==> config.mk <==
export PLATFORM = sky130hd
export DESIGN_NAME = irc_line_tokenizer_unit
export DESIGN_NICKNAME = d
export VERILOG_FILES = /design/src/rtl/irc_tok_pkg.sv /design/src/rtl/irc_line_tokenizer_unit.sv
export SDC_FILE = /design/constraint.sdc
export NUM_CORES = 1
export LEC_CHECK = 0
export BUFFER_PORTS_ARGS = -buffer_cell sky130_fd_sc_hd__buf_2
export CELL_PAD_IN_SITES_DETAIL_PLACEMENT = 1
export CELL_PAD_IN_SITES_GLOBAL_PLACEMENT = 1
export CORE_ASPECT_RATIO = 0.75
export CORE_MARGIN = 2
export CORE_UTILIZATION = 46
export CTS_BUF_LIST = sky130_fd_sc_hd__clkbuf_8 sky130_fd_sc_hd__clkbuf_16
export CTS_CLUSTER_DIAMETER = 200
export DETAILED_ROUTE_END_ITERATION = 16
export PLACE_DENSITY = 0.82
export SLEW_MARGIN = 20
export SYNTH_ARGS = -nofsm -noshare
export SYNTH_HDL_FRONTEND = slang
export SYNTH_SLANG_ARGS = --single-unit
export TNS_END_PERCENT = 1
==> constraint.sdc <==
create_clock -name aclk -period 10.35 [get_ports aclk]
set_input_delay 1.035 -clock aclk [delete_from_list [all_inputs] [get_ports aclk]]
set_output_delay 1.035 -clock aclk [all_outputs]
set_load 0.005 [all_outputs]
==> src/rtl/irc_tok_pkg.sv <==
// irc_tok_pkg: shared types and constants for the irc line tokenizer
// transfer payload structs, character codes, field kinds and status codes
// no dependencies
`default_nettype none

package irc_tok_pkg;

    localparam int PREFIX_LEN_DEF  = 64;
    localparam int COMMAND_LEN_DEF = 32;
    localparam int PARAM_LEN_DEF   = 64;
    localparam int TRAIL_LEN_DEF   = 512;
    localparam int MAX_PARAMS_DEF  = 16;

    localparam logic [7:0] CH_COLON = 8'h3A;
    localparam logic [7:0] CH_SPACE = 8'h20;

    localparam logic [1:0] KIND_PREFIX  = 2'd0;
    localparam logic [1:0] KIND_COMMAND = 2'd1;
    localparam logic [1:0] KIND_PARAM   = 2'd2;
    localparam logic [1:0] KIND_TRAIL   = 2'd3;

    localparam logic [1:0] STAT_OK       = 2'd0;
    localparam logic [1:0] STAT_NO_SPACE = 2'd1;
    localparam logic [1:0] STAT_OVERFLOW = 2'd2;

    typedef struct packed {
        logic [7:0] line_byte;
        logic       end_of_line;
    } in_item_t;

    typedef struct packed {
        logic [1:0] field_kind;
        logic [3:0] param_index;
        logic [8:0] char_position;
        logic [7:0] char_out;
        logic       char_valid;
        logic       line_done;
        logic [4:0] param_total;
        logic [1:0] parse_status;
    } out_item_t;

endpackage

`default_nettype wire

==> src/rtl/irc_line_tokenizer_unit.sv <==
// irc_line_tokenizer_unit: splits an irc line into prefix, command, params, trailing
// depends on irc_tok_pkg for payload structs and codes
`default_nettype none

//  channel | ports                    | payload
//  --------+--------------------------+------------------------------------
//  input   | s_valid s_ready s_data   | irc_tok_pkg::in_item_t, one byte
//  result  | m_valid m_ready m_data   | irc_tok_pkg::out_item_t, one result
//
//  one result per byte, held in the result register until taken
//  a byte is taken every cycle while the result register is empty or drained
//  parse state advances only on an input transfer; line end returns it to start
//  aresetn (synchronous) clears parse state and the result valid
//  a stalled result holds and blocks input only while m_ready is low

module irc_line_tokenizer_unit #(
    parameter int PREFIX_LEN  = irc_tok_pkg::PREFIX_LEN_DEF,
    parameter int COMMAND_LEN = irc_tok_pkg::COMMAND_LEN_DEF,
    parameter int PARAM_LEN   = irc_tok_pkg::PARAM_LEN_DEF,
    parameter int TRAIL_LEN   = irc_tok_pkg::TRAIL_LEN_DEF,
    parameter int MAX_PARAMS  = irc_tok_pkg::MAX_PARAMS_DEF
) (
    input  wire                     aclk,
    input  wire                     aresetn,
    input  wire                     s_valid,
    output logic                    s_ready,
    input  irc_tok_pkg::in_item_t   s_data,
    output logic                    m_valid,
    input  wire                     m_ready,
    output irc_tok_pkg::out_item_t  m_data
);

    localparam logic [2:0] PH_START        = 3'd0;
    localparam logic [2:0] PH_PREFIX       = 3'd1;
    localparam logic [2:0] PH_AFTER_PREFIX = 3'd2;
    localparam logic [2:0] PH_CMD          = 3'd3;
    localparam logic [2:0] PH_AFTER_CMD    = 3'd4;
    localparam logic [2:0] PH_PARAM        = 3'd5;
    localparam logic [2:0] PH_AFTER_PARAM  = 3'd6;
    localparam logic [2:0] PH_TRAIL        = 3'd7;

    localparam logic [9:0] PREFIX_LIM  = 10'(PREFIX_LEN - 1);
    localparam logic [9:0] COMMAND_LIM = 10'(COMMAND_LEN - 1);
    localparam logic [9:0] PARAM_LIM   = 10'(PARAM_LEN - 1);
    localparam logic [9:0] TRAIL_LIM   = 10'(TRAIL_LEN - 1);
    localparam logic [4:0] MAX_CNT     = 5'(MAX_PARAMS);

    logic [2:0] phase_reg, phase_next;
    logic [8:0] field_pos_reg, field_pos_next;
    logic [4:0] param_count_reg, param_count_next;
    logic       overflow_reg, overflow_next;

    logic                   m_valid_reg;
    irc_tok_pkg::out_item_t m_data_reg, m_data_next;

    logic       s_xfer;
    logic       is_colon, is_space;
    logic [8:0] base_pos;
    logic       want_keep;
    logic [1:0] keep_kind;
    logic [3:0] keep_idx;
    logic [9:0] keep_lim;
    logic [2:0] phase_step;
    logic [4:0] count_step;
    logic       ovf_step;

    assign s_ready = !m_valid_reg || m_ready;
    assign s_xfer  = s_valid && s_ready;
    assign m_valid = m_valid_reg;
    assign m_data  = m_data_reg;

    assign is_colon = (s_data.line_byte == irc_tok_pkg::CH_COLON);
    assign is_space = (s_data.line_byte == irc_tok_pkg::CH_SPACE);

    always_comb begin
        phase_step = phase_reg;
        base_pos   = field_pos_reg;
        count_step = param_count_reg;
        ovf_step   = overflow_reg;
        want_keep  = 1'b0;
        keep_kind  = irc_tok_pkg::KIND_PREFIX;
        keep_idx   = 4'd0;

        unique case (phase_reg)
            PH_START: begin
                base_pos = '0;
                if (is_colon) begin
                    phase_step = PH_PREFIX;
                end else if (is_space) begin
                    phase_step = PH_AFTER_CMD;
                end else begin
                    phase_step = PH_CMD;
                    want_keep  = 1'b1;
                    keep_kind  = irc_tok_pkg::KIND_COMMAND;
                end
            end
            PH_PREFIX: begin
                if (is_space) begin
                    phase_step = PH_AFTER_PREFIX;
                end else begin
                    want_keep = 1'b1;
                    keep_kind = irc_tok_pkg::KIND_PREFIX;
                end
            end
            PH_AFTER_PREFIX: begin
                if (!is_space) begin
                    base_pos   = '0;
                    phase_step = PH_CMD;
                    want_keep  = 1'b1;
                    keep_kind  = irc_tok_pkg::KIND_COMMAND;
                end
            end
            PH_CMD: begin
                if (is_space) begin
                    phase_step = PH_AFTER_CMD;
                end else begin
                    want_keep = 1'b1;
                    keep_kind = irc_tok_pkg::KIND_COMMAND;
                end
            end
            PH_AFTER_CMD, PH_AFTER_PARAM: begin
                if (is_colon) begin
                    base_pos   = '0;
                    phase_step = PH_TRAIL;
                end else if (!is_space) begin
                    base_pos   = '0;
                    phase_step = PH_PARAM;
                    if (param_count_reg >= MAX_CNT) begin
                        ovf_step = 1'b1;
                    end else begin
                        want_keep = 1'b1;
                        keep_kind = irc_tok_pkg::KIND_PARAM;
                        keep_idx  = param_count_reg[3:0];
                    end
                end
            end
            PH_PARAM: begin
                if (is_space) begin
                    if (param_count_reg < MAX_CNT) begin
                        count_step = param_count_reg + 5'd1;
                    end
                    phase_step = PH_AFTER_PARAM;
                end else if (param_count_reg < MAX_CNT) begin
                    want_keep = 1'b1;
                    keep_kind = irc_tok_pkg::KIND_PARAM;
                    keep_idx  = param_count_reg[3:0];
                end
            end
            default: begin
                want_keep = 1'b1;
                keep_kind = irc_tok_pkg::KIND_TRAIL;
            end
        endcase
    end

    always_comb begin
        unique case (keep_kind)
            irc_tok_pkg::KIND_PREFIX:  keep_lim = PREFIX_LIM;
            irc_tok_pkg::KIND_COMMAND: keep_lim = COMMAND_LIM;
            irc_tok_pkg::KIND_PARAM:   keep_lim = PARAM_LIM;
            default:                   keep_lim = TRAIL_LIM;
        endcase
    end

    always_comb begin
        m_data_next      = '0;
        phase_next       = phase_step;
        field_pos_next   = base_pos;
        param_count_next = count_step;
        overflow_next    = ovf_step;

        if (want_keep && ({1'b0, base_pos} < keep_lim)) begin
            m_data_next.field_kind    = keep_kind;
            m_data_next.param_index   = keep_idx;
            m_data_next.char_position = base_pos;
            m_data_next.char_out      = s_data.line_byte;
            m_data_next.char_valid    = 1'b1;
            field_pos_next            = base_pos + 9'd1;
        end

        if (s_data.end_of_line) begin
            m_data_next.line_done = 1'b1;
            if (phase_step == PH_PREFIX || phase_step == PH_AFTER_PREFIX ||
                phase_step == PH_CMD || phase_step == PH_START) begin
                m_data_next.parse_status = irc_tok_pkg::STAT_NO_SPACE;
            end else begin
                m_data_next.param_total = count_step;
                if (phase_step == PH_AFTER_CMD || phase_step == PH_PARAM) begin
                    if (count_step < MAX_CNT) begin
                        m_data_next.param_total = count_step + 5'd1;
                    end else if (phase_step == PH_AFTER_CMD) begin
                        overflow_next = 1'b1;
                    end
                end
                m_data_next.parse_status = overflow_next ? irc_tok_pkg::STAT_OVERFLOW
                                                         : irc_tok_pkg::STAT_OK;
            end
            phase_next       = PH_START;
            field_pos_next   = '0;
            param_count_next = '0;
            overflow_next    = 1'b0;
        end
    end

    always_ff @(posedge aclk) begin
        if (!aresetn) begin
            phase_reg       <= PH_START;
            field_pos_reg   <= '0;
            param_count_reg <= '0;
            overflow_reg    <= 1'b0;
            m_valid_reg     <= 1'b0;
        end else begin
            if (s_xfer) begin
                phase_reg       <= phase_next;
                field_pos_reg   <= field_pos_next;
                param_count_reg <= param_count_next;
                overflow_reg    <= overflow_next;
                m_valid_reg     <= 1'b1;
            end else if (m_ready) begin
                m_valid_reg <= 1'b0;
            end
        end
    end

    always_ff @(posedge aclk) begin
        if (s_xfer) begin
            m_data_reg <= m_data_next;
        end
    end

    // parse state is back at line start after a line end transfer
    assert property (@(posedge aclk) disable iff (!aresetn)
        s_xfer && s_data.end_of_line |=> phase_reg == PH_START && param_count_reg == 5'd0
            && !overflow_reg)
        else $error("state not cleared after line end");

    // a dropped byte carries no tags
    assert property (@(posedge aclk) disable iff (!aresetn)
        m_valid && !m_data.char_valid |-> m_data.field_kind == irc_tok_pkg::KIND_PREFIX
            && m_data.char_out == 8'd0 && m_data.char_position == 9'd0)
        else $error("dropped byte has nonzero tags");

    // count and status appear only on the line end result
    assert property (@(posedge aclk) disable iff (!aresetn)
        m_valid && !m_data.line_done |-> m_data.param_total == 5'd0
            && m_data.parse_status == irc_tok_pkg::STAT_OK)
        else $error("count or status outside line end");

    // parameter count never passes its limit
    assert property (@(posedge aclk) disable iff (!aresetn)
        param_count_reg <= MAX_CNT && (!m_valid || m_data.param_total <= MAX_CNT))
        else $error("parameter count over limit");

    // a parameter byte never comes from a dropped parameter
    assert property (@(posedge aclk) disable iff (!aresetn)
        m_valid && m_data.char_valid && m_data.field_kind == irc_tok_pkg::KIND_PARAM
            |-> {1'b0, m_data.param_index} < MAX_CNT)
        else $error("parameter byte beyond limit");

endmodule

`default_nettype wire

==> results.tsv <==
stage	metric	value	unit
clocking	clk_lat worst skew	310	ps
detailed_routing	DR pass1 iterations	4	
synthesis	Mean Syn Cell Area	9.92	um^2
synthesis	leading area contributor after synthesis	edfxtp_1	
worst_setup_path	launch point of the worst reg-to-reg path	phase_reg[1]	
global_routing	vias in the first global route	2283	
sta	total negative slack	0	ps
worst_setup_path	Crit path depth	12	
finish	Design Area, Final	3070	um^2
synthesis	synthesis warning total	0	
placed_design	hpwl dp	5240	um
synthesis	Post-Synth Adder-Cell Area	3.74	%
clocking	Root Driver	clkbuf_8	
synthesis	ys async rst share	0	%
die	Starting Density	47.0	%
synthesis	ranking of synthesized cells by area	edfxtp_1 36%, dfxtp_1 14%, and3_1 4.2%	
worst_setup_path	critical path, cell by cell	buf_2, or4b_1, o41ai_4, nand2_1, inv_1, ha_1, nand2_1, nor4_1, nand2_1, nand2_2, inv_2, and3_1	
finish	Finished Core Util	53.8	%
sta	Tmin final	4990	ps
clocking	setup bufs post-CTS	0	
power	Leakage	1.29	nW
finish	most frequent cells in the layout	46 x buf_2, 32 x edfxtp_1, 27 x nand2_1, 26 x nor2_1, 19 x dfxtp_1	
run_status	outcome	finished clean	
finish	n_diodes	0	
flow_run	max cap viols	0	
die	Core ar.	5710	um^2
sta	fin. max-slew vios	0	
finish	layout cells sized above 1	21.6	%
sta	Worst slew margin	39.8	%
power	Pwr Density	125	nW/um^2
finish	area grow syn2layout	14.7	%
min_path	hold depth	1	
worst_setup_path	end of the critical path	m_data[21]	
clocking	TritonCTS clock tree	done	
detailed_routing	initial DRC count	151	
sta	period utilization	48.2	%
worst_setup_path	Buf+Inv Stages, Crit Path	3	
clocking	Clk pin slew, worst setup/hold paths	90	ps
sta	Setup violations, final	0	
worst_setup_path	Most Frequent Cell on Critical Path	nand2_1	
detailed_routing	drt wl/cell	17.5	um
die	die width	92.1	um
placed_design	GP Congestion	0.929	
synthesis	Synth Area in Simple Gates	24.6	%
synthesis	Most used DFF post-synth	edfxtp_1	
synthesis	#FFs+latches synth	51	
synthesis	Cells after Synth	270	
detailed_routing	Avg Vias per Cell	5.90	
worst_setup_path	WP data required	10410	ps
worst_setup_path	crit start category	input pin	
synthesis	post-synth top area share	35.9	%
synthesis	post-synthesis xor/xnor area fraction	1.63	%
synthesis	sequential share of the synthesized area	50.1	%
worst_setup_path	max incr delay on CP	870	ps
global_routing	largest net degree at the start of global routing	21	
synthesis	Syn Nets	291	
sta	Final Hold Viols	0	
clocking	hold buffer count at cts	0	
detailed_routing	Total Wirelength	6880	um
placed_design	# port buffers	46	
finish	Final #Nets	335	
worst_setup_path	reg-to-reg endpoint	m_data[21]	
clocking	post-CTS resize count	0	
global_routing	initial antenna violation count	0	
clocking	clock buffers created by TritonCTS	5	
clocking	CTS H-tree lvls	2	
worst_setup_path	worst setup path start	s_data[3]	
worst_setup_path	Crit path max-delay family	simple AND/OR/NAND/NOR gates	
min_path	worst min path class	reg -> reg	
detailed_routing	routed vias	2317	
worst_setup_path	crit path kind	in -> reg	
synthesis	main combinational cell family by area after synthesis	simple AND/OR/NAND/NOR gates	
synthesis	Post-synth EDFFs	32	
synthesis	cell area after synthesis	2680	um^2
sta	Worst-Margin Slew	899	ps
worst_setup_path	Worst Setup End Kind	flop	
die	Cell Rows	24	
worst_setup_path	reg2reg setup slack	6280	ps
die	Die Footprint	6460	um^2
synthesis	Synth Area in Compound Gates	14.9	%
finish	fin cells	393	
detailed_routing	Final ANT Viol Nets	0	
worst_setup_path	Reg2Reg Depth	11	
global_routing	overall global routing resource usage	22.5	%
global_routing	global-route wire length before repair	11500	um
worst_setup_path	arrival time worst endpoint	5050	ps
placed_design	Inst Count DP	385	
clocking	clk sinks	51	
finish	commonest non-fill, non-tap cell in the layout	buf_2	
detailed_routing	residual DRC count	0	
worst_setup_path	Crit-path slowest cell	o41ai_4	
die	number of I/O pins	47	
synthesis	Cell variety after synth	56	
sta	fmax	0.201	GHz
clocking	CTS max path bufs	2	
global_routing	GRT overflow	0	
sta	clk_skew	17.4	ps
sta	RSZ-0062 raised after global routing	no	
die	chip height	70.1	um
worst_setup_path	CP max FO	18	
synthesis	post-synthesis mux area share	1.35	%
finish	max reg flops	32	
placed_design	Cell Area, Placed	2970	um^2
power	Max IR drop VDD	0.0597	mV
synth_stat cells, types with 5 or more instances:
library cell / count
nand2_1: 27
nor2_1: 26
edfxtp_1: 32
dfxtp_1: 19
inv_1: 12
and2_1: 7
ha_1: 8
a21oi_1: 14
and3_1: 18
o21ai_0: 13
clkbuf_1: 7
nand3_1: 9
nor3_1: 5
stage by stage:
| step | total power, W | worst slack [ps] | hold WS [ps] |
|---|---|---|---|
| after floorplan | 0.000249 | 6340 | 440 |
| after global placement | 0.000263 | 5340 | 464 |
| after detailed placement | 0.000264 | 5130 | 482 |
| after CTS | 0.000385 | 5430 | 512 |
| after global routing | 0.000398 | 5100 | 534 |
| final | 0.000383 | 5360 | 513 |
power breakdown:
part | total, W | internal (W) | switching, W | leakage [nW]
Sequential | 0.000227 | 0.000223 | 0.00000346 | 0.467
Clock | 0.000124 | 0.0000547 | 0.0000691 | 0.0474
Combinational | 0.0000324 | 0.0000116 | 0.0000208 | 0.780
logic make-up after synthesis:
kind of cell	count (synthesis)
AO/OA/AOI/OAI	58
XOR/XNOR	5
buffers and inverters	24
adder cells (fa/ha/maj)	8
AND/OR/NAND/NOR	121
multiplexers	3
flip-flops	51
layer usage:
metal / vias up / GRT usage (%) / share of wire [%] / routed length [um]
met1: 1130 / 34.0 / 48 / 3330
met3: 8 / 4.42 / 7.3 / 500
met4: 0 / 6.47 / 1.1 / 78
met2: 82 / 32.8 / 43 / 2970
met5: - / 0 / 0 / 0
li1: 1097 / - / - / -
worst register-to-register path: stages, from the launching register on:
cell	delay, ps
dfxtp_1	630
nor2_1	150
o41ai_4	750
nand2_1	250
inv_1	110
ha_1	130
nand2_1	70
nor4_1	730
nand2_1	440
nand2_2	280
inv_2	110
and3_1	210
how the worst min path moves through the flow:
stage | startpoint | end
6_report | field_pos_reg[8] | field_pos_reg[8]
5_1_grt | field_pos_reg[8] | field_pos_reg[8]
4_1_cts | field_pos_reg[8] | field_pos_reg[8]
3_5_place_dp | field_pos_reg[8] | field_pos_reg[8]
3_3_place_gp | field_pos_reg[8] | field_pos_reg[8]
2_1_floorplan | field_pos_reg[8] | field_pos_reg[8]
final cells by class:
class	count	area, um^2
multi-input combinational	195	1240
timing repair buffer	48	245
clock inverter	2	16.3
inverter	13	48.8
clock buffer	6	82.6
fill	668	2630
sequential	51	1340
tap	78	97.6
(Power assumes the default switching activity.)
